$ cat config.mk
export PLATFORM = sky130hd
export DESIGN_NAME = lru_page_cache_tag_store_top
export DESIGN_NICKNAME = d
export VERILOG_FILES = /design/src/design/lpc_pkg.sv /design/src/design/lpc_entry_array.sv /design/src/design/lpc_lru_rank.sv /design/src/design/lru_page_cache_tag_store_top.sv
export SDC_FILE = /design/constraint.sdc
export NUM_CORES = 2
export LEC_CHECK = 0
export BUFFER_PORTS_ARGS = -buffer_cell sky130_fd_sc_hd__buf_2
export CAP_MARGIN = 20
export CORE_UTILIZATION = 40
export DETAILED_ROUTE_END_ITERATION = 12
export PLACE_DENSITY = 0.59
export SYNTH_ARGS = -nofsm -noshare
export SYNTH_HDL_FRONTEND = slang
export SYNTH_SLANG_ARGS = --single-unit
$ cat constraint.sdc
create_clock -name clk -period 13.06 [get_ports clk]
set_clock_uncertainty 0.1 [all_clocks]
set_input_delay 1.306 -clock clk [delete_from_list [all_inputs] [get_ports clk]]
set_output_delay 1.306 -clock clk [all_outputs]
set_load 0.02 [all_outputs]
$ cat src/design/lpc_pkg.sv
`timescale 1ns / 1ps
// ----------------------------------------------------------------------------
// lpc_pkg: shared types and constants of the page-cache tag store
// Opcodes, result codes, line states and the command that the control logic
// hands to the entry array.
// ----------------------------------------------------------------------------
package lpc_pkg;

    localparam int ENTRIES_DEF    = 16;
    localparam int PAGE_BYTES_DEF = 4096;

    localparam int OPCODE_W = 3;
    localparam int INODE_W  = 32;
    localparam int OFFSET_W = 64;
    localparam int BYTES_W  = 13;
    localparam int STATUS_W = 2;
    localparam int SLOT_W   = 4;
    localparam int FLUSH_W  = 5;
    localparam int TOTAL_W  = 32;

    typedef enum logic [OPCODE_W-1:0] {
        OP_LOOKUP     = 3'd0,
        OP_INSERT     = 3'd1,
        OP_INVALIDATE = 3'd2,
        OP_FLUSH      = 3'd3,
        OP_CLEAR      = 3'd4
    } opcode_t;

    typedef enum logic [STATUS_W-1:0] {
        RES_DONE     = 2'd0,
        RES_MISS     = 2'd1,
        RES_REJECT   = 2'd2,
        RES_NOTFOUND = 2'd3
    } result_t;

    typedef enum logic [1:0] {
        LS_INVALID = 2'd0,
        LS_VALID   = 2'd1,
        LS_DIRTY   = 2'd2
    } line_st_t;

    // Update request for the entry array; the entry index travels beside it.
    typedef struct packed {
        logic     fill;
        logic     set_status;
        line_st_t new_status;
        logic     flush;
        logic     clear;
    } lpc_arr_cmd_t;

endpackage

$ cat src/design/lpc_entry_array.sv
`timescale 1ns / 1ps
// ----------------------------------------------------------------------------
// lpc_entry_array: tags and line states of all entries
// Compares every valid entry against the tag in parallel, finds the first
// free entry, counts dirty lines and applies fill, status, flush and clear.
// ----------------------------------------------------------------------------
module lpc_entry_array #(
    parameter int ENTRIES = lpc_pkg::ENTRIES_DEF,
    parameter int IDX_W   = $clog2(ENTRIES),
    parameter int CNT_W   = $clog2(ENTRIES + 1)
) (
    input  logic                        clk,
    input  logic                        rst_n,
    input  logic [lpc_pkg::INODE_W-1:0] inode,
    input  logic [lpc_pkg::OFFSET_W-1:0] page_offset,
    input  lpc_pkg::lpc_arr_cmd_t       cmd,
    input  logic [IDX_W-1:0]            wr_idx,
    input  logic [IDX_W-1:0]            victim_idx,
    output logic [ENTRIES-1:0]          hit_vec,
    output logic                        hit,
    output logic [IDX_W-1:0]            hit_idx,
    output logic                        free_any,
    output logic [IDX_W-1:0]            free_idx,
    output logic                        victim_dirty,
    output logic [CNT_W-1:0]            dirty_cnt
);
    import lpc_pkg::*;

    logic [INODE_W-1:0]  tag_ino_reg [ENTRIES];
    logic [OFFSET_W-1:0] tag_off_reg [ENTRIES];
    line_st_t            st_reg      [ENTRIES];
    line_st_t            st_next     [ENTRIES];
    logic [ENTRIES-1:0]  free_vec;

    always_comb
    begin
        for (int i = 0; i < ENTRIES; i++)
        begin
            hit_vec[i]  = (st_reg[i] != LS_INVALID) && (tag_ino_reg[i] == inode) &&
                          (tag_off_reg[i] == page_offset);
            free_vec[i] = (st_reg[i] == LS_INVALID);
        end
    end

    // Lowest-numbered entry wins in both searches.
    always_comb
    begin
        hit_idx  = '0;
        free_idx = '0;
        for (int i = ENTRIES - 1; i >= 0; i--)
        begin
            if (hit_vec[i])
            begin
                hit_idx = IDX_W'(i);
            end
            if (free_vec[i])
            begin
                free_idx = IDX_W'(i);
            end
        end
    end

    assign hit          = |hit_vec;
    assign free_any     = |free_vec;
    assign victim_dirty = (st_reg[victim_idx] == LS_DIRTY);

    always_comb
    begin
        dirty_cnt = '0;
        for (int i = 0; i < ENTRIES; i++)
        begin
            dirty_cnt = dirty_cnt + CNT_W'(st_reg[i] == LS_DIRTY);
        end
    end

    always_comb
    begin
        for (int i = 0; i < ENTRIES; i++)
        begin
            st_next[i] = st_reg[i];
            if (cmd.clear)
            begin
                st_next[i] = LS_INVALID;
            end
            else if (cmd.flush && (st_reg[i] == LS_DIRTY))
            begin
                st_next[i] = LS_VALID;
            end
            else if (cmd.set_status && (wr_idx == IDX_W'(i)))
            begin
                st_next[i] = cmd.new_status;
            end
        end
    end

    always_ff @(posedge clk or negedge rst_n)
    begin
        if (!rst_n)
        begin
            for (int i = 0; i < ENTRIES; i++)
            begin
                st_reg[i] <= LS_INVALID;
            end
        end
        else
        begin
            st_reg <= st_next;
        end
    end

    // Tags are only compared behind a valid state, so they need no reset.
    always_ff @(posedge clk)
    begin
        if (cmd.fill)
        begin
            tag_ino_reg[wr_idx] <= inode;
            tag_off_reg[wr_idx] <= page_offset;
        end
    end

endmodule

$ cat src/design/lpc_lru_rank.sv
`timescale 1ns / 1ps
// ----------------------------------------------------------------------------
// lpc_lru_rank: true LRU recency ranks
// Rank 0 is the most recent entry. The ranks always form a permutation, so
// the least recent entry is the single one that holds the top rank.
// ----------------------------------------------------------------------------
module lpc_lru_rank #(
    parameter int ENTRIES = lpc_pkg::ENTRIES_DEF,
    parameter int IDX_W   = $clog2(ENTRIES)
) (
    input  logic               clk,
    input  logic               rst_n,
    input  logic               touch,
    input  logic [IDX_W-1:0]   touch_idx,
    output logic [ENTRIES-1:0] lru_vec,
    output logic [IDX_W-1:0]   lru_idx
);
    import lpc_pkg::*;

    localparam logic [IDX_W-1:0] TOP_RANK = IDX_W'(ENTRIES - 1);

    logic [IDX_W-1:0] rank_reg  [ENTRIES];
    logic [IDX_W-1:0] rank_next [ENTRIES];
    logic [IDX_W-1:0] touch_rank;

    assign touch_rank = rank_reg[touch_idx];

    always_comb
    begin
        lru_idx = '0;
        for (int i = 0; i < ENTRIES; i++)
        begin
            lru_vec[i] = (rank_reg[i] == TOP_RANK);
            if (lru_vec[i])
            begin
                lru_idx = IDX_W'(i);
            end
        end
    end

    // Everything more recent than the touched entry ages by one.
    always_comb
    begin
        for (int i = 0; i < ENTRIES; i++)
        begin
            rank_next[i] = rank_reg[i];
            if (touch)
            begin
                if (touch_idx == IDX_W'(i))
                begin
                    rank_next[i] = '0;
                end
                else if (rank_reg[i] < touch_rank)
                begin
                    rank_next[i] = rank_reg[i] + 1'b1;
                end
            end
        end
    end

    always_ff @(posedge clk or negedge rst_n)
    begin
        if (!rst_n)
        begin
            for (int i = 0; i < ENTRIES; i++)
            begin
                rank_reg[i] <= IDX_W'(i);
            end
        end
        else
        begin
            rank_reg <= rank_next;
        end
    end

endmodule

$ cat src/design/lru_page_cache_tag_store_top.sv
`timescale 1ns / 1ps
// ----------------------------------------------------------------------------
// lru_page_cache_tag_store_top: fully associative page-cache tag store
// Tags keyed by inode and page offset, true LRU replacement, dirty tracking,
// and running hit, miss, writeback and eviction counters.
// ----------------------------------------------------------------------------
//  Channel   Handshake          Payload
//  command   start / busy       opcode, inode, page_offset, page_bytes,
//                               mark_dirty, count_miss
//  result    done (one cycle)   status, slot, writeback_needed, flushed_count,
//                               hit_total, miss_total, writeback_total,
//                               evict_total
//
//  One item per cycle: busy stays low, and an item is accepted whenever
//  start is high. The item is registered, then the tag compare, free/LRU
//  pick and rank update work combinationally on it, and the result register and done capture the outcome.
//  Back-to-back items see each other's updates since state is written at the
//  same edge as the result. Reset clears all lines to invalid, sets the ranks
//  to the entry index and zeroes the counters; no clearing pass is needed.
// ----------------------------------------------------------------------------
module lru_page_cache_tag_store_top #(
    parameter int ENTRIES    = lpc_pkg::ENTRIES_DEF,
    parameter int PAGE_BYTES = lpc_pkg::PAGE_BYTES_DEF
) (
    input  logic                         clk,
    input  logic                         rst_n,
    input  logic                         start,
    output logic                         busy,
    input  logic [lpc_pkg::OPCODE_W-1:0] opcode,
    input  logic [lpc_pkg::INODE_W-1:0]  inode,
    input  logic [lpc_pkg::OFFSET_W-1:0] page_offset,
    input  logic [lpc_pkg::BYTES_W-1:0]  page_bytes,
    input  logic                         mark_dirty,
    input  logic                         count_miss,
    output logic                         done,
    output logic [lpc_pkg::STATUS_W-1:0] status,
    output logic [lpc_pkg::SLOT_W-1:0]   slot,
    output logic                         writeback_needed,
    output logic [lpc_pkg::FLUSH_W-1:0]  flushed_count,
    output logic [lpc_pkg::TOTAL_W-1:0]  hit_total,
    output logic [lpc_pkg::TOTAL_W-1:0]  miss_total,
    output logic [lpc_pkg::TOTAL_W-1:0]  writeback_total,
    output logic [lpc_pkg::TOTAL_W-1:0]  evict_total
);
    import lpc_pkg::*;

    localparam int IDX_W  = $clog2(ENTRIES);
    localparam int CNT_W  = $clog2(ENTRIES + 1);
    localparam int SEXT_W = (IDX_W > SLOT_W) ? IDX_W : SLOT_W;
    localparam int FEXT_W = (CNT_W > FLUSH_W) ? CNT_W : FLUSH_W;
    localparam logic [BYTES_W-1:0] PAGE_LIMIT = BYTES_W'(PAGE_BYTES);

    // Input register.
    logic                in_vld_reg;
    opcode_t             op_reg;
    logic [INODE_W-1:0]  ino_reg;
    logic [OFFSET_W-1:0] off_reg;
    logic [BYTES_W-1:0]  bytes_reg;
    logic                dirty_reg;
    logic                cmiss_reg;

    // Result register.
    logic                done_reg;
    result_t             status_reg;
    result_t             status_next;
    logic [SLOT_W-1:0]   slot_reg;
    logic [SLOT_W-1:0]   slot_next;
    logic                wb_reg;
    logic                wb_next;
    logic [FLUSH_W-1:0]  flushed_reg;
    logic [FLUSH_W-1:0]  flushed_next;

    logic [TOTAL_W-1:0]  hit_cnt_reg;
    logic [TOTAL_W-1:0]  hit_cnt_next;
    logic [TOTAL_W-1:0]  miss_cnt_reg;
    logic [TOTAL_W-1:0]  miss_cnt_next;
    logic [TOTAL_W-1:0]  wb_cnt_reg;
    logic [TOTAL_W-1:0]  wb_cnt_next;
    logic [TOTAL_W-1:0]  evict_cnt_reg;
    logic [TOTAL_W-1:0]  evict_cnt_next;

    lpc_arr_cmd_t        arr_cmd;
    logic [IDX_W-1:0]    tgt_idx;
    logic                touch;
    logic [ENTRIES-1:0]  hit_vec;
    logic                hit;
    logic [IDX_W-1:0]    hit_idx;
    logic                free_any;
    logic [IDX_W-1:0]    free_idx;
    logic                victim_dirty;
    logic [CNT_W-1:0]    dirty_cnt;
    logic [ENTRIES-1:0]  lru_vec;
    logic [IDX_W-1:0]    lru_idx;
    logic [SEXT_W-1:0]   slot_ext;
    logic [FEXT_W-1:0]   flushed_ext;

    assign busy = 1'b0;

    lpc_entry_array #(
        .ENTRIES (ENTRIES),
        .IDX_W   (IDX_W),
        .CNT_W   (CNT_W)
    ) u_array (
        .clk          (clk),
        .rst_n        (rst_n),
        .inode        (ino_reg),
        .page_offset  (off_reg),
        .cmd          (arr_cmd),
        .wr_idx       (tgt_idx),
        .victim_idx   (lru_idx),
        .hit_vec      (hit_vec),
        .hit          (hit),
        .hit_idx      (hit_idx),
        .free_any     (free_any),
        .free_idx     (free_idx),
        .victim_dirty (victim_dirty),
        .dirty_cnt    (dirty_cnt)
    );

    lpc_lru_rank #(
        .ENTRIES (ENTRIES),
        .IDX_W   (IDX_W)
    ) u_lru (
        .clk       (clk),
        .rst_n     (rst_n),
        .touch     (touch),
        .touch_idx (tgt_idx),
        .lru_vec   (lru_vec),
        .lru_idx   (lru_idx)
    );

    always_ff @(posedge clk or negedge rst_n)
    begin
        if (!rst_n)
        begin
            in_vld_reg <= 1'b0;
        end
        else
        begin
            in_vld_reg <= start;
        end
    end

    always_ff @(posedge clk)
    begin
        if (start)
        begin
            op_reg    <= opcode_t'(opcode);
            ino_reg   <= inode;
            off_reg   <= page_offset;
            bytes_reg <= page_bytes;
            dirty_reg <= mark_dirty;
            cmiss_reg <= count_miss;
        end
    end

    assign flushed_ext = FEXT_W'(dirty_cnt);

    always_comb
    begin
        status_next    = RES_DONE;
        tgt_idx        = '0;
        wb_next        = 1'b0;
        flushed_next   = '0;
        touch          = 1'b0;
        arr_cmd        = '0;
        arr_cmd.new_status = LS_INVALID;
        hit_cnt_next   = hit_cnt_reg;
        miss_cnt_next  = miss_cnt_reg;
        wb_cnt_next    = wb_cnt_reg;
        evict_cnt_next = evict_cnt_reg;

        if (in_vld_reg)
        begin
            case (op_reg)
                OP_LOOKUP:
                begin
                    if (ino_reg == '0)
                    begin
                        status_next = RES_REJECT;
                    end
                    else if (hit)
                    begin
                        tgt_idx      = hit_idx;
                        touch        = 1'b1;
                        hit_cnt_next = hit_cnt_reg + 1'b1;
                    end
                    else
                    begin
                        status_next = RES_MISS;
                        if (cmiss_reg)
                        begin
                            miss_cnt_next = miss_cnt_reg + 1'b1;
                        end
                    end
                end
                OP_INSERT:
                begin
                    if ((ino_reg == '0) || (bytes_reg > PAGE_LIMIT))
                    begin
                        status_next = RES_REJECT;
                    end
                    else
                    begin
                        if (hit)
                        begin
                            tgt_idx = hit_idx;
                        end
                        else if (free_any)
                        begin
                            tgt_idx      = free_idx;
                            arr_cmd.fill = 1'b1;
                        end
                        else
                        begin
                            // All entries in use: replace the least recent one.
                            tgt_idx        = lru_idx;
                            arr_cmd.fill   = 1'b1;
                            evict_cnt_next = evict_cnt_reg + 1'b1;
                            if (victim_dirty)
                            begin
                                wb_next     = 1'b1;
                                wb_cnt_next = wb_cnt_reg + 1'b1;
                            end
                        end
                        arr_cmd.set_status = 1'b1;
                        arr_cmd.new_status = dirty_reg ? LS_DIRTY : LS_VALID;
                        touch              = 1'b1;
                    end
                end
                OP_INVALIDATE:
                begin
                    if (ino_reg == '0)
                    begin
                        status_next = RES_REJECT;
                    end
                    else if (hit)
                    begin
                        // The slot stays 0 here; only the index for the write moves.
                        tgt_idx            = hit_idx;
                        arr_cmd.set_status = 1'b1;
                        arr_cmd.new_status = LS_INVALID;
                    end
                    else
                    begin
                        status_next = RES_NOTFOUND;
                    end
                end
                OP_FLUSH:
                begin
                    arr_cmd.flush = 1'b1;
                    flushed_next  = flushed_ext[FLUSH_W-1:0];
                    wb_cnt_next   = wb_cnt_reg + TOTAL_W'(dirty_cnt);
                end
                OP_CLEAR:
                begin
                    arr_cmd.clear = 1'b1;
                end
                default:
                begin
                    status_next = RES_REJECT;
                end
            endcase
        end
    end

    // An invalidate writes through tgt_idx but reports slot 0.
    assign slot_ext  = (touch) ? SEXT_W'(tgt_idx) : '0;
    assign slot_next = slot_ext[SLOT_W-1:0];

    always_ff @(posedge clk or negedge rst_n)
    begin
        if (!rst_n)
        begin
            done_reg      <= 1'b0;
            hit_cnt_reg   <= '0;
            miss_cnt_reg  <= '0;
            wb_cnt_reg    <= '0;
            evict_cnt_reg <= '0;
        end
        else
        begin
            done_reg      <= in_vld_reg;
            hit_cnt_reg   <= hit_cnt_next;
            miss_cnt_reg  <= miss_cnt_next;
            wb_cnt_reg    <= wb_cnt_next;
            evict_cnt_reg <= evict_cnt_next;
        end
    end

    always_ff @(posedge clk)
    begin
        if (in_vld_reg)
        begin
            status_reg  <= status_next;
            slot_reg    <= slot_next;
            wb_reg      <= wb_next;
            flushed_reg <= flushed_next;
        end
    end

    // The counters change only together with a result, so they are shown live.
    assign done             = done_reg;
    assign status           = status_reg;
    assign slot             = slot_reg;
    assign writeback_needed = wb_reg;
    assign flushed_count    = flushed_reg;
    assign hit_total        = hit_cnt_reg;
    assign miss_total       = miss_cnt_reg;
    assign writeback_total  = wb_cnt_reg;
    assign evict_total      = evict_cnt_reg;

    a_lru_unique: assert property (@(posedge clk) disable iff (!rst_n)
        $onehot(lru_vec))
        else $error("LRU ranks no longer hold exactly one least recent entry");

    a_tag_unique: assert property (@(posedge clk) disable iff (!rst_n)
        in_vld_reg |-> $onehot0(hit_vec))
        else $error("more than one entry matches the same tag");

    a_reject_clean: assert property (@(posedge clk) disable iff (!rst_n)
        (done_reg && (status_reg == RES_REJECT)) |-> ((slot_reg == '0) && !wb_reg))
        else $error("rejected item reports a slot or writeback");

    a_hit_count: assert property (@(posedge clk) disable iff (!rst_n)
        (in_vld_reg && (hit_cnt_next != hit_cnt_reg)) |=>
            (done_reg && (status_reg == RES_DONE)))
        else $error("hit counter moved without a hit result");

endmodule

; ---- After elaboration in Yosys (flattened, before gate mapping)
; Memories as Yosys holds them, arrays and structs flattened.
; Cells that the tools add are included.
; Widths: inputs -> output; s select.
[op_classes]
muxes = 169
div_mod_pow = 0
magnitude_cmp = 19
reduce_logical = 158
shift = 0
bitwise_logic = 7
n_mul = 0
n_eq_ne = 87
n_addsub = 36
[op_table]
columns = op, count
row1 = $eq 64x64->1, 16
row2 = $eq 32x32->1, 16
row3 = $mux 4, 87
row4 = $add 32x1->32 const B, 4
row5 = $mux 32, 4
row6 = $mux 2, 55
row7 = $eq 4x4->1 const B, 23
row8 = $add 5x1->5, 14
row9 = $reduce_bool 2->1, 33
row10 = $add 4x1->4 const B, 16
row11 = $logic_and 1x1->1, 64
row12 = $lt 4x4->1, 16
row13 = $pmux 32 s2, 1
row14 = $reduce_bool 3->1, 16
row15 = $eq 2x2->1 const B, 17
row16 = $reduce_or 34->1, 1
row17 = $add 32x5->32, 1
row18 = $logic_not 2->1, 16
row19 = $logic_not 32->1, 1
row20 = $reduce_and 2->1, 16
row21 = $reduce_or 16->1, 2
row22 = $bmux 4 s4, 1
row23 = $eq 4x3->1 const B, 4
row24 = $gt 13x13->1 const B, 1
row25 = other kinds (26), 51
[totals]
output_inout_bits = 142
regBits = 352
wordCells = 526
in_bits = 117
memories = 2
romBits = 0
latchBits = 0
ramBits = 1536
[mem_list]
columns = name, words, width, read_ports, rd_ports_with_merged_regs, wr, line
row1 = u_array.tag_off_reg, 16, 64, 16, 0, 1, lpc_entry_array.sv:30  ; logic [OFFSET_W-1:0] tag_off_reg [ENTRIES];
row2 = u_array.tag_ino_reg, 16, 32, 16, 0, 1, lpc_entry_array.sv:29  ; logic [INODE_W-1:0] tag_ino_reg [ENTRIES];

; ---- Depth between registers and ports, before layout
; An unclocked memory read counts as a cell.
[depth]
word_depth = 31
ltp_mapped = 30
mapped_depth_nobuf = 24

; ---- Hierarchy
; From an unflattened synthesis, not the netlist that was laid out.
[unflattened]
hier_cells = 5788
area_unflattened_um2 = 83526.4
[by_module_without_submodules]
columns = module, area_per_inst_um2, n_inst, cells_each
row1 = lpc_entry_array, 67682.4, 1, 4418
row2 = lru_page_cache_tag_store_top, 10349.9, 1, 768
row3 = lpc_lru_rank, 5494.0, 1, 602

; ---- Least setup slack after synthesis
; OpenSTA, ideal clock, no wires.
[synth_timing]
path_kind = register to register
startpoint = register off_reg[32]
endpoint = memory u_array.tag_ino_reg[6][0], enable pin
setup_ns = 0.668
arrival_time_ns = 10.278
path_slack_ns = 2.014
required_time_ns = 12.292
n_path_buf = 4
stages_incl_launch_ff = 17
cell_sequence = edfxtp_1 > buf_2 > buf_2 > xor2_1 > nor4_1 > nand2_1 > nor4b_1 > and3_1 > nor2_1 > a211o_1 > a2111oi_0 > o311a_1 > nor2_1 > or2_2 > clkbuf_1 > clkbuf_1 > nor3_1
[synth_via]
elab_chain_len = 22
[synth_rtl]
columns = element, line
row1 = from (decl), lru_page_cache_tag_store_top.sv:57  ; logic [OFFSET_W-1:0] off_reg;
row2 = from (signal assigned), lru_page_cache_tag_store_top.sv:150  ; off_reg <= page_offset;
row3 = $eq 64x64->1, lpc_entry_array.sv:40  ; (tag_off_reg[i] == page_offset);
row4 = $logic_and 1x1->1, lpc_entry_array.sv:39  ; hit_vec[i] = (st_reg[i] != LS_INVALID) && (tag_ino_reg[i] == inode) &&
row5 = $mux 4 (16 in a row), lpc_entry_array.sv:52  ; if (hit_vec[i])
row6 = $mux 4 (on tied branches), "lru_page_cache_tag_store_top.sv:182, lru_page_cache_tag_store_top.sv:237, lru_page_cache_tag_store_top.sv:205"
row7 = $mux 4 (on tied branches), "lru_page_cache_tag_store_top.sv:178, lru_page_cache_tag_store_top.sv:199"
row8 = $pmux 4 s2, lru_page_cache_tag_store_top.sv:175  ; case (op_reg)
row9 = $mux 4, lru_page_cache_tag_store_top.sv:173  ; if (in_vld_reg)
row10 = to (decl), lpc_entry_array.sv:29
; Several ways; a longest one is shown, not always the timed one.

; ---- Worst setup path after layout
[layout_timing]
startpoint = register ino_reg[9]
endpoint = register u_lru.rank_reg[19] (netlist bit)
[layout_via]
elab_chain_len = 30
[layout_rtl]
columns = element, line
row1 = from (decl), lru_page_cache_tag_store_top.sv:56  ; logic [INODE_W-1:0] ino_reg;
row2 = from (signal assigned), lru_page_cache_tag_store_top.sv:149  ; ino_reg <= inode;
row3 = $eq 32x32->1, lpc_entry_array.sv:39
row4 = $logic_and 1x1->1 (2 in a row), lpc_entry_array.sv:39
row5 = $mux 4 (16 in a row), lpc_entry_array.sv:52
row6 = $mux 4 (on tied branches), "lru_page_cache_tag_store_top.sv:182, lru_page_cache_tag_store_top.sv:237, lru_page_cache_tag_store_top.sv:205"
row7 = $mux 4 (on tied branches), "lru_page_cache_tag_store_top.sv:178, lru_page_cache_tag_store_top.sv:199"
row8 = $pmux 4 s2, lru_page_cache_tag_store_top.sv:175
row9 = $mux 4, lru_page_cache_tag_store_top.sv:173
row10 = $not 4->5 (implied by the code), lpc_lru_rank.sv:26  ; assign touch_rank = rank_reg[touch_idx];
row11 = $bmux 4 s4, lpc_lru_rank.sv:26
row12 = $mux 4 (implied by the code) (2 in a row), lpc_lru_rank.sv:26
row13 = $lt 4x4->1, lpc_lru_rank.sv:53  ; else if (rank_reg[i] < touch_rank)
row14 = $reduce_bool 2->1 (no source line), n/a
row15 = $reduce_and 2->1 (no source line), n/a
row16 = "to (signal, indexed assignment)", lpc_lru_rank.sv:67  ; rank_reg[i] <= IDX_W'(i);
row17 = to (signal assigned), lpc_lru_rank.sv:72  ; rank_reg <= rank_next;
row18 = to (decl), lpc_lru_rank.sv:22  ; logic [IDX_W-1:0] rank_reg [ENTRIES];
; Several ways; a longest one is shown, not always the timed one. The select of a mux whose other input is x is not followed.
; A chain may end at the register's enable or synchronous reset.

==> flow_summary.yaml <==
floorplan:
  io_pins: 259
  die_area_sq_mm: 0.225
  chipWidth_microns: 474
  die_h_microns: 474
  rows: 172
  initial_core_util: 0.404
  coreArea_sq_mm: 0.221
cts:
  post_cts_resized: 0
  path_clk_slew_ns: 0.06
  cts-root-buf: "clkbuf_16"
  htree_levels: 4
  postCtsSetupRepairBufs: 0
  cts_tree: "done"
  cts_buffer_depth: 3
  hold_buffers: 0
  cts.sinks: 1888
  cts-buffers-inserted: 205
  clk_latency_ns: 0.88
synth:
  mappedNetlistArea_sq_mm: 0.0891
  synthFlopType: "edfxtp_1"
  async_reset_ff_frac: 0.120
  ys_seq_area_frac: 0.624
  synth.distinct_cells: 97
  ys_ff_latch: 1888
  avgSynthCellArea_sq_um: 13.1
  synth_cells: 6796
  ys_warn_count: 0
  synth_edf_count: 1662
  synth_nets: 7001
timing:
  finalWorstSetupSlack_ns: 4.20
  hold_ws_ns: 0.359
  setup-violations-final: 0
  finalCriticalPeriod_ns: 8.86
  post-route-period-util: 0.678
  maxSlewHeadroom: 0.145
  hold_viol: 0
  rsz0062_at_grt: "no"
  worst_slew_pin_slew_ns: 1.28
  slew_viol_final: 0
  fmax_mhz: 113
  setup_tns_ns: 0
setup_path:
  crit_buf_inv: 3
  arrival_ns: 9.52
  crit_family: "simple AND/OR/NAND/NOR gates"
  cp_common_cell: "buf_4"
  slowest_stage: "nor4_1"
  critPathMaxStageDelay_ns: 1.00
  worst_ep_required_time_ns: 13.72
  path_class: "reg2reg"
  crit_chain: "buf_4 > buf_4 > xor2_1 > nor4_1 > nand4_1 > nor4_1 > nand4_1 > and4_4 > and4_1 > nand3_1 > and2_1 > mux2_2 > nor2_1 > a21oi_1 > o221ai_1 > buf_4 > ha_1 > a211oi_1 > and3_1 > nand3_1 > xor2_1 > nor2_1"
  crit_path_start_kind: "flop"
  path_max_fanout: 24
  crit_path_end_kind: "flop"
cells_and_area:
  layout-drive-gt1-share: 0.124
  nFillCells: 19600
  final_cell_mix: "edfxtp_1 (1662), xor2_1 (661), xnor2_1 (543)"
  area_growth_pct: 14.2
  fin_nets: 7453
  largest_reg_flops: 1024
  final_common_cell: "edfxtp_1"
  fin_area_sq_mm: 0.102
placement:
  place_area_sq_mm: 0.0950
  port_buffers: 257
  dp_hpwl_microns: 229000
  dpl_worst_slack_ns: 4.51
  gp_congestion: 1.02
min_path:
  min_path_type: "in2async"
detailed_routing:
  routedWlPerCell_microns: 33.4
  drt_iter0_drc: 9013
  drc: 0
  vias: 63000
  routed_wl_microns: 347000
  drtPass1Iterations: 6
  drt-vias-per-instance: 6.06
  antenna_left: 0
global_route:
  grt-ovfl-total: 0
  grt_max_degree: 99
  grt_pass1_wl_microns: 474000
  grtUsageTotal: 0.303
  antenna_found_initial: 36
  grt_pass1_vias: 59400
power_and_ir_drop:
  intPower_mw: 10.3
  leakage_nw: 35.0
  pwr-share-seq: 0.480
  p_total_mw: 14.0
  combinationalPowerShare: 0.100
  ir_drop_v: 0.000116
  switching_share: 0.263
  cellPowerDensity_mw_per_mm2: 138
  netSwitchingPower_mw: 3.68
  p_clk_frac: 0.420
outcome:
  status: "completed"
flow_run:
  drv_cap: 0
[routing by layer]
layer | up-vias | share of wire | GRT usage
li1 | 26300 | - | -
met1 | 32100 | 0.41 | 0.416
met2 | 3763 | 0.44 | 0.462
met3 | 729 | 0.098 | 0.0560
met4 | 14 | 0.052 | 0.141
met5 | - | 0.00033 | 0
[stage by stage]
stage,instances,utilization
detailed placement,9997,0.430
CTS,10400,0.461
floorplan,6796,-
finish,10400,0.461
global route,10400,0.461
global placement,9997,0.430
[cell type report]
class	count	area (sq um)	area share
clock buffers	247	5480	0.0539
flip-flops and latches	1888	55600	0.547
multi-input cells	4475	31600	0.310
well taps	2958	3700	0.0364
inverters	188	706	0.00694
diodes	10	25.0	0.000246
clock inverters	128	1210	0.0119
repair buffers	490	3430	0.0338
[worst register-to-register path, stage by stage, from the launching register on]
cell and delay [ns]:
edfxtp_1 0.34, buf_4 0.41, buf_4 0.60, xor2_1 0.17, nor4_1 0.42, nand4_1 0.55, nor4_1 1.01, nand4_1 0.36
and4_4 0.30, and4_1 0.32, nand3_1 0.19, and2_1 0.77, mux2_2 0.42, nor2_1 0.09, a21oi_1 0.05, o221ai_1 0.86
buf_4 0.35, ha_1 0.28, a211oi_1 0.56, and3_1 0.28, nand3_1 0.09, xor2_1 0.16, nor2_1 0.11
[synthesized netlist by cell type, drive strengths merged, types with 12 or more instances]
library cell | number | area [sq um]
nand4 | 347 | 2170
nor3b | 14 | 105
nor2 | 233 | 875
and3 | 60 | 375
nor4b | 26 | 240
nor2b | 501 | 3130
nand4b | 17 | 149
or4 | 48 | 360
nand2b | 274 | 1710
buf | 207 | 1200
edfxtp | 1662 | 49900
and4 | 34 | 300
or3 | 29 | 181
a21o | 27 | 203
dfrtp | 194 | 4850
o22ai | 33 | 206
mux2i | 58 | 581
inv | 188 | 706
o21ai | 83 | 415
a2111oi | 73 | 652
nand3 | 143 | 716
a211oi | 22 | 165
o2111ai | 46 | 403
dfstp | 32 | 841
xnor2 | 543 | 4760
nand2 | 241 | 912
clkbuf | 38 | 143
o2bb2ai | 19 | 166
nor3 | 120 | 606
o211ai | 12 | 95.1
and2 | 19 | 119
nor4 | 428 | 2680
ha | 77 | 963
xor2 | 661 | 5790
mux2 | 21 | 236
a21oi | 79 | 395
[power by group through the flow]
stage / clock network (mW) / registers, mW / logic (mW)
finish: 5.87 / 6.71 / 1.41
global route: 6.14 / 6.71 / 1.43
CTS: 5.93 / 6.71 / 1.37
detailed placement: 0 / 6.84 / 1.37
global placement: 0 / 6.83 / 1.36
floorplan: 0 / 6.89 / 0.594
[kinds of logic (layout without fill, tap and decap cells)]
kind of cell	Yosys count	after routing	synth area share
and+or+nand+nor	2580	2580	0.169
DFF	1888	1888	0.624
xor gates and xnor gates	1204	1204	0.118
AOI/OAI and AO/OA	521	521	0.0426
buffers and inverters	433	1053	0.0230
adders and majority gates	88	88	0.0133
muxes	81	81	0.00968
other	1	11	0.0000421
[path summary, 6_finish.rpt]
kind	start	endpoint	slack, ns	cells after the start
max	ino_reg[9]	u_lru.rank_reg[19]	4.20	22
min	rst_n	u_lru.rank_reg[20]	0.36	1
max reg2reg	ino_reg[9]	u_lru.rank_reg[19]	4.20	22
min reg2reg	writeback_total[31]	writeback_total[31]	0.37	1
max in group asynchronous	rst_n	writeback_total[20]	10.91	2
min in group clk	writeback_total[31]	writeback_total[31]	0.37	1
No activity file was read; power rests on OpenSTA's default activity.
